## src/assert_macros.svh

```systemverilog
// Assertion macros for the SHA-256 RTL
`ifndef ASSERT_MACROS_SVH
`define ASSERT_MACROS_SVH

`ifndef NO_ASSERTIONS

`define ASSERT_ALWAYS(lbl, cond) \
  lbl: assert property (@(posedge clk) disable iff (!rst_n) (cond)) \
    else $error("assertion failed");

`define ASSERT_IMPL(lbl, ante, cons) \
  lbl: assert property (@(posedge clk) disable iff (!rst_n) (ante) |-> (cons)) \
    else $error("assertion failed");

`define ASSERT_NEXT(lbl, ante, cons) \
  lbl: assert property (@(posedge clk) disable iff (!rst_n) (ante) |=> (cons)) \
    else $error("assertion failed");

`else

`define ASSERT_ALWAYS(lbl, cond)
`define ASSERT_IMPL(lbl, ante, cons)
`define ASSERT_NEXT(lbl, ante, cons)

`endif

`endif

```

## src/sha256_pkg.sv

```systemverilog
// Types, constants and round functions of the SHA-256 engine
`timescale 1ns / 1ps

package sha256_pkg;

  typedef struct packed {
    logic [7:0] msg_byte;
    logic       byte_valid;
    logic       last_byte;
  } sha_in_t;

  typedef struct packed {
    logic [31:0] digest_word;
    logic [2:0]  word_index;
    logic        last_word;
  } sha_out_t;

  typedef enum logic [2:0] {
    ST_IDLE,
    ST_PAD,
    ST_COMP,
    ST_FOLD,
    ST_OUT
  } sha_state_t;

  typedef struct packed {
    logic init;
    logic load;
    logic step;
    logic fold;
  } rnd_ctl_t;

  localparam logic [7:0] PAD_MARK = 8'h80;
  localparam logic [5:0] LAST_POS = 6'd63;
  localparam logic [5:0] LAST_RND = 6'd63;
  localparam logic [5:0] LEN_FIRST_POS = 6'd56;
  localparam logic [2:0] LAST_IDX = 3'd7;
  localparam logic [63:0] BYTE_BITS = 64'd8;

  localparam logic [31:0] K_TAB [64] = '{
    32'h428a2f98, 32'h71374491, 32'hb5c0fbcf, 32'he9b5dba5,
    32'h3956c25b, 32'h59f111f1, 32'h923f82a4, 32'hab1c5ed5,
    32'hd807aa98, 32'h12835b01, 32'h243185be, 32'h550c7dc3,
    32'h72be5d74, 32'h80deb1fe, 32'h9bdc06a7, 32'hc19bf174,
    32'he49b69c1, 32'hefbe4786, 32'h0fc19dc6, 32'h240ca1cc,
    32'h2de92c6f, 32'h4a7484aa, 32'h5cb0a9dc, 32'h76f988da,
    32'h983e5152, 32'ha831c66d, 32'hb00327c8, 32'hbf597fc7,
    32'hc6e00bf3, 32'hd5a79147, 32'h06ca6351, 32'h14292967,
    32'h27b70a85, 32'h2e1b2138, 32'h4d2c6dfc, 32'h53380d13,
    32'h650a7354, 32'h766a0abb, 32'h81c2c92e, 32'h92722c85,
    32'ha2bfe8a1, 32'ha81a664b, 32'hc24b8b70, 32'hc76c51a3,
    32'hd192e819, 32'hd6990624, 32'hf40e3585, 32'h106aa070,
    32'h19a4c116, 32'h1e376c08, 32'h2748774c, 32'h34b0bcb5,
    32'h391c0cb3, 32'h4ed8aa4a, 32'h5b9cca4f, 32'h682e6ff3,
    32'h748f82ee, 32'h78a5636f, 32'h84c87814, 32'h8cc70208,
    32'h90befffa, 32'ha4506ceb, 32'hbef9a3f7, 32'hc67178f2
  };

  localparam logic [7:0][31:0] H_INIT = {
    32'h5be0cd19, 32'h1f83d9ab, 32'h9b05688c, 32'h510e527f,
    32'ha54ff53a, 32'h3c6ef372, 32'hbb67ae85, 32'h6a09e667
  };

  function automatic logic [31:0] bsig0(input logic [31:0] x);
    return {x[1:0], x[31:2]} ^ {x[12:0], x[31:13]} ^ {x[21:0], x[31:22]};
  endfunction

  function automatic logic [31:0] bsig1(input logic [31:0] x);
    return {x[5:0], x[31:6]} ^ {x[10:0], x[31:11]} ^ {x[24:0], x[31:25]};
  endfunction

  function automatic logic [31:0] ssig0(input logic [31:0] x);
    return {x[6:0], x[31:7]} ^ {x[17:0], x[31:18]} ^ {3'b000, x[31:3]};
  endfunction

  function automatic logic [31:0] ssig1(input logic [31:0] x);
    return {x[16:0], x[31:17]} ^ {x[18:0], x[31:19]} ^ {10'd0, x[31:10]};
  endfunction

  function automatic logic [31:0] ch_f(input logic [31:0] e, input logic [31:0] f,
                                       input logic [31:0] g);
    return (e & f) ^ (~e & g);
  endfunction

  function automatic logic [31:0] maj_f(input logic [31:0] a, input logic [31:0] b,
                                        input logic [31:0] c);
    return (a & b) ^ (a & c) ^ (b & c);
  endfunction

endpackage

```

## src/sha256_hash.sv

```systemverilog
// SHA-256 engine top level: byte intake, padding sequencer and digest output
// One byte per cycle is taken while idle; a full 64-byte block then runs 64 rounds
// and one fold (the load overlaps the last byte).
// Message end: padding runs one byte per cycle up to the block end, then one or two
// compressions, then eight digest words, one per accepted output cycle.
// Reset (rst_n low, synchronous) restores the initial hash and clears all counters.
`timescale 1ns / 1ps

module sha256_hash
  import sha256_pkg::*;
(
  input  logic     clk,
  input  logic     rst_n,
  input  logic     in_valid,
  output logic     in_ready,
  input  sha_in_t  in_data,
  output logic     out_valid,
  input  logic     out_ready,
  output sha_out_t out_data
);

`include "assert_macros.svh"

  sha_state_t       state_r, state_nxt;
  logic [5:0]       fill_r;
  logic [63:0]      bit_cnt_r;
  logic [5:0]       rnd_cnt_r;
  logic [2:0]       out_idx_r;
  logic             pend_last_r;
  logic             pad_first_r;
  logic             len_phase_r;
  logic             final_r;

  logic             in_fire;
  logic             out_fire;
  logic             byte_we;
  logic [7:0]       byte_val;
  logic [7:0]       pad_byte;
  rnd_ctl_t         rctl;
  logic [31:0]      w_t;
  logic [7:0][31:0] hash;

  assign in_fire  = in_valid && in_ready;
  assign out_fire = out_valid && out_ready;

  always_comb begin
    if (pad_first_r) begin
      pad_byte = PAD_MARK;
    end else if (len_phase_r && (fill_r >= LEN_FIRST_POS)) begin
      pad_byte = bit_cnt_r[{~fill_r[2:0], 3'b000} +: 8];
    end else begin
      pad_byte = 8'h00;
    end
  end

  always_comb begin
    state_nxt = state_r;
    unique case (state_r)
      ST_IDLE: begin
        if (in_fire) begin
          if (in_data.byte_valid && (fill_r == LAST_POS)) begin
            state_nxt = ST_COMP;
          end else if (in_data.last_byte) begin
            state_nxt = ST_PAD;
          end
        end
      end
      ST_PAD: begin
        if (fill_r == LAST_POS) begin
          state_nxt = ST_COMP;
        end
      end
      ST_COMP: begin
        if (rnd_cnt_r == LAST_RND) begin
          state_nxt = ST_FOLD;
        end
      end
      ST_FOLD: begin
        priority if (final_r) begin
          state_nxt = ST_OUT;
        end else if (pend_last_r) begin
          state_nxt = ST_PAD;
        end else begin
          state_nxt = ST_IDLE;
        end
      end
      ST_OUT: begin
        if (out_ready && (out_idx_r == LAST_IDX)) begin
          state_nxt = ST_IDLE;
        end
      end
      default: state_nxt = ST_IDLE;
    endcase
  end

  always_comb begin
    in_ready  = (state_r == ST_IDLE);
    out_valid = (state_r == ST_OUT);
    byte_we   = ((state_r == ST_IDLE) && in_fire && in_data.byte_valid)
                || (state_r == ST_PAD);
    byte_val  = (state_r == ST_PAD) ? pad_byte : in_data.msg_byte;
    rctl.load = byte_we && (fill_r == LAST_POS);
    rctl.step = (state_r == ST_COMP);
    rctl.fold = (state_r == ST_FOLD);
    rctl.init = out_fire && (out_idx_r == LAST_IDX);
  end

  always_ff @(posedge clk) begin
    if (!rst_n) begin
      state_r     <= ST_IDLE;
      fill_r      <= '0;
      bit_cnt_r   <= '0;
      rnd_cnt_r   <= '0;
      out_idx_r   <= '0;
      pend_last_r <= 1'b0;
      pad_first_r <= 1'b0;
      len_phase_r <= 1'b0;
      final_r     <= 1'b0;
    end else begin
      state_r <= state_nxt;
      if (byte_we) begin
        fill_r <= fill_r + 6'd1;
      end
      if (rctl.step) begin
        rnd_cnt_r <= rnd_cnt_r + 6'd1;
      end
      if (out_fire) begin
        out_idx_r <= out_idx_r + 3'd1;
      end
      if ((state_r == ST_IDLE) && in_fire) begin
        pend_last_r <= in_data.last_byte;
        pad_first_r <= in_data.last_byte;
        if (in_data.byte_valid) begin
          bit_cnt_r <= bit_cnt_r + BYTE_BITS;
        end
      end
      if (state_r == ST_PAD) begin
        pend_last_r <= 1'b1;
        pad_first_r <= 1'b0;
        if (pad_first_r && (fill_r < LEN_FIRST_POS)) begin
          len_phase_r <= 1'b1;
        end
        if (fill_r == LAST_POS) begin
          final_r <= len_phase_r;
        end
      end
      if ((state_r == ST_FOLD) && !final_r && pend_last_r && !pad_first_r) begin
        len_phase_r <= 1'b1;
      end
      if (rctl.init) begin
        bit_cnt_r   <= '0;
        len_phase_r <= 1'b0;
        final_r     <= 1'b0;
        pend_last_r <= 1'b0;
      end
    end
  end

  sha256_sched u_sched (
    .clk      (clk),
    .byte_we  (byte_we),
    .byte_in  (byte_val),
    .byte_pos (fill_r[1:0]),
    .step     (rctl.step),
    .w_t      (w_t)
  );

  sha256_round u_round (
    .clk   (clk),
    .rst_n (rst_n),
    .ctl   (rctl),
    .w_t   (w_t),
    .k_t   (K_TAB[rnd_cnt_r]),
    .hash  (hash)
  );

  assign out_data.digest_word = hash[out_idx_r];
  assign out_data.word_index  = out_idx_r;
  assign out_data.last_word   = (out_idx_r == LAST_IDX);

  `ASSERT_ALWAYS(a_ready_xor_out, !(in_ready && out_valid))
  `ASSERT_IMPL(a_comp_block_aligned, state_r == ST_COMP, fill_r == 6'd0)
  `ASSERT_IMPL(a_fold_after_rounds, state_r == ST_FOLD, rnd_cnt_r == 6'd0)
  `ASSERT_NEXT(a_clear_after_digest, rctl.init, (state_r == ST_IDLE) && (bit_cnt_r == 64'd0))

endmodule

```

## src/sha256_sched.sv

```systemverilog
// Message schedule: byte-to-word packing and the 16-word rolling schedule line
`timescale 1ns / 1ps

module sha256_sched
  import sha256_pkg::*;
(
  input  logic        clk,
  input  logic        byte_we,
  input  logic [7:0]  byte_in,
  input  logic [1:0]  byte_pos,
  input  logic        step,
  output logic [31:0] w_t
);

  logic [23:0]       acc_r;
  logic [15:0][31:0] w_r;
  logic [31:0]       word_full;
  logic [31:0]       w_new;

  assign word_full = {acc_r, byte_in};
  assign w_new = ssig1(w_r[14]) + w_r[9] + ssig0(w_r[1]) + w_r[0];
  assign w_t = w_r[0];

  always_ff @(posedge clk) begin
    if (byte_we) begin
      acc_r <= word_full[23:0];
    end
    if (step) begin
      w_r <= {w_new, w_r[15:1]};
    end else if (byte_we && (byte_pos == 2'b11)) begin
      w_r <= {word_full, w_r[15:1]};
    end
  end

endmodule

```

## src/sha256_round.sv

```systemverilog
// Compression round unit: working variables and hash state
`timescale 1ns / 1ps

module sha256_round
  import sha256_pkg::*;
(
  input  logic              clk,
  input  logic              rst_n,
  input  rnd_ctl_t          ctl,
  input  logic [31:0]       w_t,
  input  logic [31:0]       k_t,
  output logic [7:0][31:0]  hash
);

  logic [7:0][31:0] v_r;
  logic [7:0][31:0] hash_r;
  logic [31:0]      t1;
  logic [31:0]      t2;

  assign t1 = v_r[7] + bsig1(v_r[4]) + ch_f(v_r[4], v_r[5], v_r[6]) + k_t + w_t;
  assign t2 = bsig0(v_r[0]) + maj_f(v_r[0], v_r[1], v_r[2]);
  assign hash = hash_r;

  always_ff @(posedge clk) begin
    if (ctl.load) begin
      v_r <= hash_r;
    end else if (ctl.step) begin
      v_r <= {v_r[6], v_r[5], v_r[4], v_r[3] + t1, v_r[2], v_r[1], v_r[0], t1 + t2};
    end
  end

  always_ff @(posedge clk) begin
    if (!rst_n || ctl.init) begin
      hash_r <= H_INIT;
    end else if (ctl.fold) begin
      for (int i = 0; i < 8; i++) begin
        hash_r[i] <= hash_r[i] + v_r[i];
      end
    end
  end

endmodule

```

## config.mk

```make
export PLATFORM = sky130hd
export DESIGN_NAME = sha256_hash
export DESIGN_NICKNAME = d
export VERILOG_FILES = /design/src/sha256_pkg.sv /design/src/sha256_hash.sv /design/src/sha256_sched.sv /design/src/sha256_round.sv
export VERILOG_INCLUDE_DIRS = /design/src /design/src/src
export SDC_FILE = /design/constraint.sdc
export NUM_CORES = 2
export LEC_CHECK = 0
export ABC_AREA = 1
export BUFFER_PORTS_ARGS = -buffer_cell sky130_fd_sc_hd__buf_4
export CORE_UTILIZATION = 30
export DETAILED_ROUTE_END_ITERATION = 10
export SYNTH_ARGS = -nofsm -noshare
export SYNTH_HDL_FRONTEND = slang
export SYNTH_SLANG_ARGS = --single-unit
```

## constraint.sdc

```tcl
create_clock -name clk -period 17.2 [get_ports clk]
set_input_delay 0 -clock clk [delete_from_list [all_inputs] [get_ports clk]]
set_output_delay 0 -clock clk [all_outputs]
set_load 0.05 [all_outputs]
```

# --- Yosys cells after proc, flatten, opt, wreduce, memory -nomap -nowiden ---
# Memory sizes are Yosys's and may differ from the RTL's.
# Index checks and enable logic that the tools add are counted.
totals:
  reg_bits: 1134
  rom_bits: 2048
  in_bits: 14
  out_inout_bits: 38
  n_memories: 1
memory_table:
  columns: ["name", "words", "width", "rd", "rd_ports_with_merged_regs", "write_ports", "line_no", "rtl"]
  rows:
  - ["(name not given)", 64, 32, 1, 0, 0, "sha256_hash.sv:173", ".k_t (K_TAB[rnd_cnt_r]),"]
op_classes:
  add_sub_neg: 22
  magnitude_cmp: 4
  n_eq_ne: 13
  shifts: 1
  muxes: 25
  n_bitwise: 20
  reduce_logical: 31
op_table:
  columns: ["operator", "count"]
  rows:
  - ["2-to-1 mux 512 bit", 2]
  - ["adder 32 bit", 18]
  - ["2-to-1 mux 256 bit", 2]
  - ["bitwise XOR 32 bit", 9]
  - ["AND 32 bit", 5]
  - ["binary-select mux 32 bit (select 3 bit)", 1]
  - ["2-to-1 mux 32 bit", 3]
  - ["adder 64 x 4 -> 64 bit (second input constant)", 1]
  - ["indexed part select 64 x 7 -> 8 bit", 1]
  - ["NOT 32 bit", 1]
  - ["bitwise XOR 32 x 22 -> 32 bit", 1]
  - ["bitwise XOR 32 x 29 -> 32 bit", 1]
  - ["2-to-1 mux 8 bit", 3]
  - ["2-to-1 mux 3 bit", 7]
  - ["one-hot mux 3 bit (5 select lines)", 1]
  - ["logical AND 1 bit", 14]
  - ["adder 6 x 1 -> 6 bit (second input constant)", 2]
  - ["== test 6 bit (second input constant)", 2]
  - ["nonzero test 2 bit", 5]
  - ["greater-or-equal comparator 7 bit (second input constant)", 1]
  - ["NOT 6 -> 7 bit", 1]
  - ["== test 3 x 2 -> 1 bit (second input constant)", 2]
  - ["== test 3 bit (second input constant)", 2]
  - ["greater-or-equal comparator 6 bit (second input constant)", 1]
  - ["17 further kinds", 30]

# --- Depth between registers and ports, before layout ---
logic_depth:
  ltp_word: 9
  ltp_mapped: 39
  depth_no_buf: 39

# --- Hierarchy ---
# From an unflattened synthesis, not the netlist that was laid out.
unflattened:
  cells_unflattened: 9897
  area_unflattened_um2: 77307.9
by_module_without_submodules:
  columns: ["mod", "n_inst", "cells_per_inst", "area_per_inst_um2"]
  rows:
  - ["sha256_round", 1, 6655, 45802.7]
  - ["sha256_sched", 1, 1431, 21763.4]
  - ["sha256_hash", 1, 1811, 9741.8]

# --- Worst setup path after synthesis ---
# No wires, ideal clock.
synth_timing:
  kind: "register -> register"
  startpoint: "register state_r[2]"
  endpoint: "register u_sched.w_r[100] (netlist bit), enable pin"
  setup_ns: 3.659
  t_arrival_ns: 9.547
  required_time_ns: 13.541
  setup_slack_ns: 3.994
  stages_incl_launch_ff: 6
  period_less_slack_ns: 13.206
  cell_sequence: "dfxtp_1 > nor3_2 > inv_1 > clkbuf_1 > clkbuf_1 > nand2_1"
synth_via:
  elab_chain_len: 7
  elab_cells_between_ends: 9
  cone_classes: "eq/ne: 2; reduce/logical: 7"
synth_rtl:
  columns: ["item", "line_no", "rtl"]
  rows:
  - ["from (decl)", "sha256_hash.sv:24", "sha_state_t state_r, state_nxt;"]
  - ["from (signal assigned)", "sha256_hash.sv:120", "state_r <= state_nxt;"]
  - ["zero test 3 bit", "sha256_hash.sv:97, sha256_hash.sv:99", null]
  - ["logical AND 1 bit", "sha256_hash.sv:43", "assign in_fire = in_valid && in_ready;"]
  - ["logical AND 1 bit (2 in series)", "sha256_hash.sv:99", "byte_we = ((state_r == ST_IDLE) && in_fire && in_data.byte_valid)"]
  - ["logical OR 1 bit", "sha256_hash.sv:100", "|| (state_r == ST_PAD);"]
  - ["logical AND 1 bit", "sha256_sched.sv:30", "end else if (byte_we && (byte_pos == 2'b11)) begin"]
  - ["nonzero test 2 bit (no line) (*)", null, null]
  - ["to (signal assigned)", "sha256_sched.sv:29", "w_r <= {w_new, w_r[15:1]};"]
  - ["to (signal assigned)", "sha256_sched.sv:31", "w_r <= {word_full, w_r[15:1]};"]
  - ["to (decl)", "sha256_sched.sv:16", "logic [15:0][31:0] w_r;"]
# Mark *: on every way between the ends. The rest lies on a longest branch, timed or not.
# A chain may end at the register's enable or synchronous reset.

# --- Worst setup path after layout ---
layout_timing:
  startpoint: "register rnd_cnt_r[1]"
  endpoint: "register u_round.v_r[28] (netlist bit), data pin"
layout_via:
  elab_chain_len: 9
layout_rtl:
  columns: ["item", "line_no", "rtl"]
  rows:
  - ["from (decl)", "sha256_hash.sv:27", "logic [5:0] rnd_cnt_r;"]
  - ["from (signal assigned)", "sha256_hash.sv:125", "rnd_cnt_r <= rnd_cnt_r + 6'd1;"]
  - ["NOT 6 -> 7 bit (implied by the code)", "sha256_hash.sv:173", null]
  - ["memory read (64 x 32 bit)", null, null]
  - ["2-to-1 mux 32 bit (implied by the code) (2 in series)", "sha256_hash.sv:173", null]
  - ["adder 32 bit (2 in series)", "sha256_round.sv:20", "assign t1 = v_r[7] + bsig1(v_r[4]) + ch_f(v_r[4], v_r[5], v_r[6]) + k_t + w_t;"]
  - ["adder 32 bit", "sha256_round.sv:28", "v_r <= {v_r[6], v_r[5], v_r[4], v_r[3] + t1, v_r[2], v_r[1], v_r[0], t1 + t2};"]
  - ["2-to-1 mux 256 bit", "sha256_round.sv:27", "end else if (ctl.step) begin"]
  - ["2-to-1 mux 256 bit", "sha256_round.sv:25", "if (ctl.load) begin"]
  - ["to (signal assigned)", "sha256_round.sv:26", "v_r <= hash_r;"]
  - ["to (signal assigned)", "sha256_round.sv:28", null]
  - ["to (decl)", "sha256_round.sv:15", "logic [7:0][31:0] v_r;"]
# No other way between the ends. The select of a mux whose other input is x is not followed.

==> impl_metrics.env <==
export IMPL_detailedPlace_worstSlack_ps=8810
export IMPL_die_y_um=501
export IMPL_io_pins=52
export IMPL_finalHoldViolations=0
export IMPL_firstDrtPassIters=6
export IMPL_p_leak_nw=34.0
export IMPL_slew_viol_final=0
export IMPL_clk_path_buf_depth=3
export IMPL_drt_total_wl_um=309000
export IMPL_syn2layout_area_growth_pct=11.7
export IMPL_synth_seq_cells=1131
export IMPL_drc=0
export IMPL_numClockSinks=1131
export IMPL_r2r_slack_ps=8530
export IMPL_tightest_slew_ps=1350
export IMPL_cp_arrival_ps=9190
export IMPL_grt_pass1_wl_um=439000
export IMPL_track_usage=0.240
export IMPL_period_share=0.504
export IMPL_dieArea_um2=251000
export IMPL_netlist_instances=9000
export IMPL_cts_root_buf="clkbuf_16"
export IMPL_fin_ws_ps=8530
export IMPL_start_util=0.303
export IMPL_ys_top_cells_by_area="edfxtp_1, dfxtp_1, nand2_1, ha_1, inv_1"
export IMPL_drt_iter0_drc=8089
export IMPL_synth_largest_area_cell="edfxtp_1"
export IMPL_cap_violations=0
export IMPL_dp_hpwl_um=242000
export IMPL_wl_per_cell_um=25.0
export IMPL_setup_viol=0
export IMPL_start_kind="flop"
export IMPL_layout_nets=9556
export IMPL_grt_max_degree=173
export IMPL_min_period_ps=8670
export IMPL_rsz0062_at_grt="no"
export IMPL_crit_path_frequent_cell="nand2_1"
export IMPL_synth_edf_count=792
export IMPL_synth_warnings=0
export IMPL_ant_nets=0
export IMPL_cp_required_ps=17720
export IMPL_fin_cells=12400
export IMPL_fmax_mhz=115
export IMPL_gp_congestion=1.03
export IMPL_cts_tree="done"
export IMPL_ys_seq_area_frac=0.409
export IMPL_antenna_found_initial=6
export IMPL_placed_cells=12100
export IMPL_async_flop_share=0
export IMPL_synth_cell_types=70
export IMPL_cts_buffers=134
export IMPL_postCtsHoldBufs=16
export IMPL_dominantRegCellSynth="edfxtp_1"
export IMPL_vdd_drop_max_v=0.0000978
export IMPL_vias=66300
export IMPL_io_buffers=51
export IMPL_clk_latency_ps=830
export IMPL_min_from="in_data[0]"
export IMPL_worstSetupEndpointType="flop"
export IMPL_p_per_area_nw_per_um2=80.4
export IMPL_min_path_cells=5
export IMPL_r2r_end="u_round.v_r[28]"
export IMPL_cts_resized=0
export IMPL_postCtsSetupBuffers=0
export IMPL_grt_overflow_total=0
export IMPL_drt_vias_per_instance=5.35
export IMPL_grt_pass1_vias=62000
export IMPL_path_class="reg2reg"
export IMPL_path_clk_slew_ps=70
export IMPL_hold_path_class="in2reg"
export IMPL_fin_worst_skew_ps=62.5
export IMPL_htreeDepth=4
export IMPL_critPathSlowestCell="a32oi_1"
export IMPL_r2r_start="rnd_cnt_r[1]"
export IMPL_hold_end="state_r[0]"
export IMPL_status="completed"
export IMPL_max_stage_delay_ps=820
export IMPL_max_slew_margin=0.0978
export IMPL_r2r_cells=27
export IMPL_startpoint="rnd_cnt_r[1]"
export IMPL_synth_top_area_frac=0.319
export IMPL_fp_row_count=182
export IMPL_layout_drive_gt1_share=0.0471
export IMPL_setup_tns_ps=0
export IMPL_fp_coreArea_um2=247000
export IMPL_avgSynthCellArea_um2=8.30
export IMPL_synth_nets=9611
export IMPL_syn_cell_area_um2=74700
export IMPL_die_x_um=501
export IMPL_critPathMaxFanout=15
cell families after synthesis:
kind of cell    share of synthesized area
xor+xnor                           0.0497
buf+inv                            0.0785
compound gates                      0.165
fa+ha+maj                           0.123
simple gates                        0.171
flops                               0.409
mux                               0.00375
cell type report:
| class | count | area (um2) |
|---|---|---|
| Tap cell | 3312 | 4140 |
| Fill cell | 25700 | 163000 |
| Antenna cell | 5 | 12.5 |
| Clock buffer | 172 | 3680 |
| Sequential cell | 1131 | 30600 |
| Multi-Input combinational cell | 6333 | 38300 |
| Clock inverter | 76 | 1050 |
| Timing Repair Buffer | 131 | 1060 |
| Inverter | 1214 | 4580 |
routing by layer:
| metal | global-route usage | share of wire |
|---|---|---|
| met1 | 0.341 | 0.44 |
| met2 | 0.360 | 0.43 |
| met3 | 0.0386 | 0.088 |
| met4 | 0.0968 | 0.046 |
| met5 | 0 | 0.000087 |
report_power, final:
part / switching, W / total, W / internal [W]
Clock: 0.00127 / 0.00307 / 0.00180
Combinational: 0.000455 / 0.000664 / 0.000210
Sequential: 0.0000244 / 0.00297 / 0.00294
registers in the layout (all words and copies together) (netlist names):
| name | cells |
|---|---|
| u_sched.acc_r | 24 |
| fill_r | 6 |
| out_idx_r | 3 |
| u_sched.w_r | 480 |
| bit_cnt_r | 61 |
| u_round.hash | 256 |
| rnd_cnt_r | 6 |
| pend_last_r | 1 |
| state_r | 3 |
| u_round.v_r | 256 |
| u_sched.w_t | 32 |
| len_phase_r | 1 |
| pad_first_r | 1 |
| final_r | 1 |
placed cells by master, fill, tap and decap left out, types with 115 or more instances in the layout:
cell type	count
fa_1	197
ha_1	400
nor2_1	640
o21ai_0	888
nor3_1	115
edfxtp_1	792
inv_1	1199
a21oi_1	841
nand2_1	1696
xnor2_1	181
xor2_1	243
dfxtp_1	336
clkbuf_16	138
nand3_1	370
worst max-delay path, delay by kind of cell (launching register included):
family / cells / cell delay [ps]
compound gates: 2 / 1260
xor+xnor: 1 / 380
fa+ha+maj: 5 / 2220
buf+inv: 2 / 410
flops: 1 / 790
simple gates: 17 / 3270
cell usage after synthesis, drive strengths merged (29+ instances only):
master     n
or2       43
a21oi    841
nand2   1704
nor4      39
nor3     125
a21o      47
nor2     652
fa       197
nand3    373
xnor2    181
buf       86
ha       400
dfxtp    339
xor2     243
edfxtp   792
inv     1211
a221oi    30
a21boi    29
a31oi     87
nand4     88
o211ai   101
o21bai    72
clkbuf   236
o21ai    903
worst max path at each step:
| stage | end | slack, ps | depth (start not counted) |
|---|---|---|---|
| floorplan | u_sched.w_r[100] | 3990 | 5 |
| global placement | u_round.v_r[28] | 8760 | 27 |
| detailed placement | u_round.v_r[28] | 8810 | 27 |
| CTS | u_round.v_r[28] | 8710 | 27 |
| global route | u_round.v_r[28] | 8130 | 27 |
| finish | u_round.v_r[28] | 8530 | 27 |
stage by stage:
stage | hold slack [ps] | total power (W) | utilization | cell area [um2]
2_1_floorplan | 138 | 0.00346 | - | 74700
4_1_cts | 83.9 | 0.00674 | 0.338 | 83400
6_report | 160 | 0.00670 | 0.338 | 83400
3_3_place_gp | 324 | 0.00367 | 0.318 | 78500
5_1_grt | 142 | 0.00691 | 0.338 | 83400
3_5_place_dp | 328 | 0.00367 | 0.318 | 78500
(Power assumes the default switching activity.)
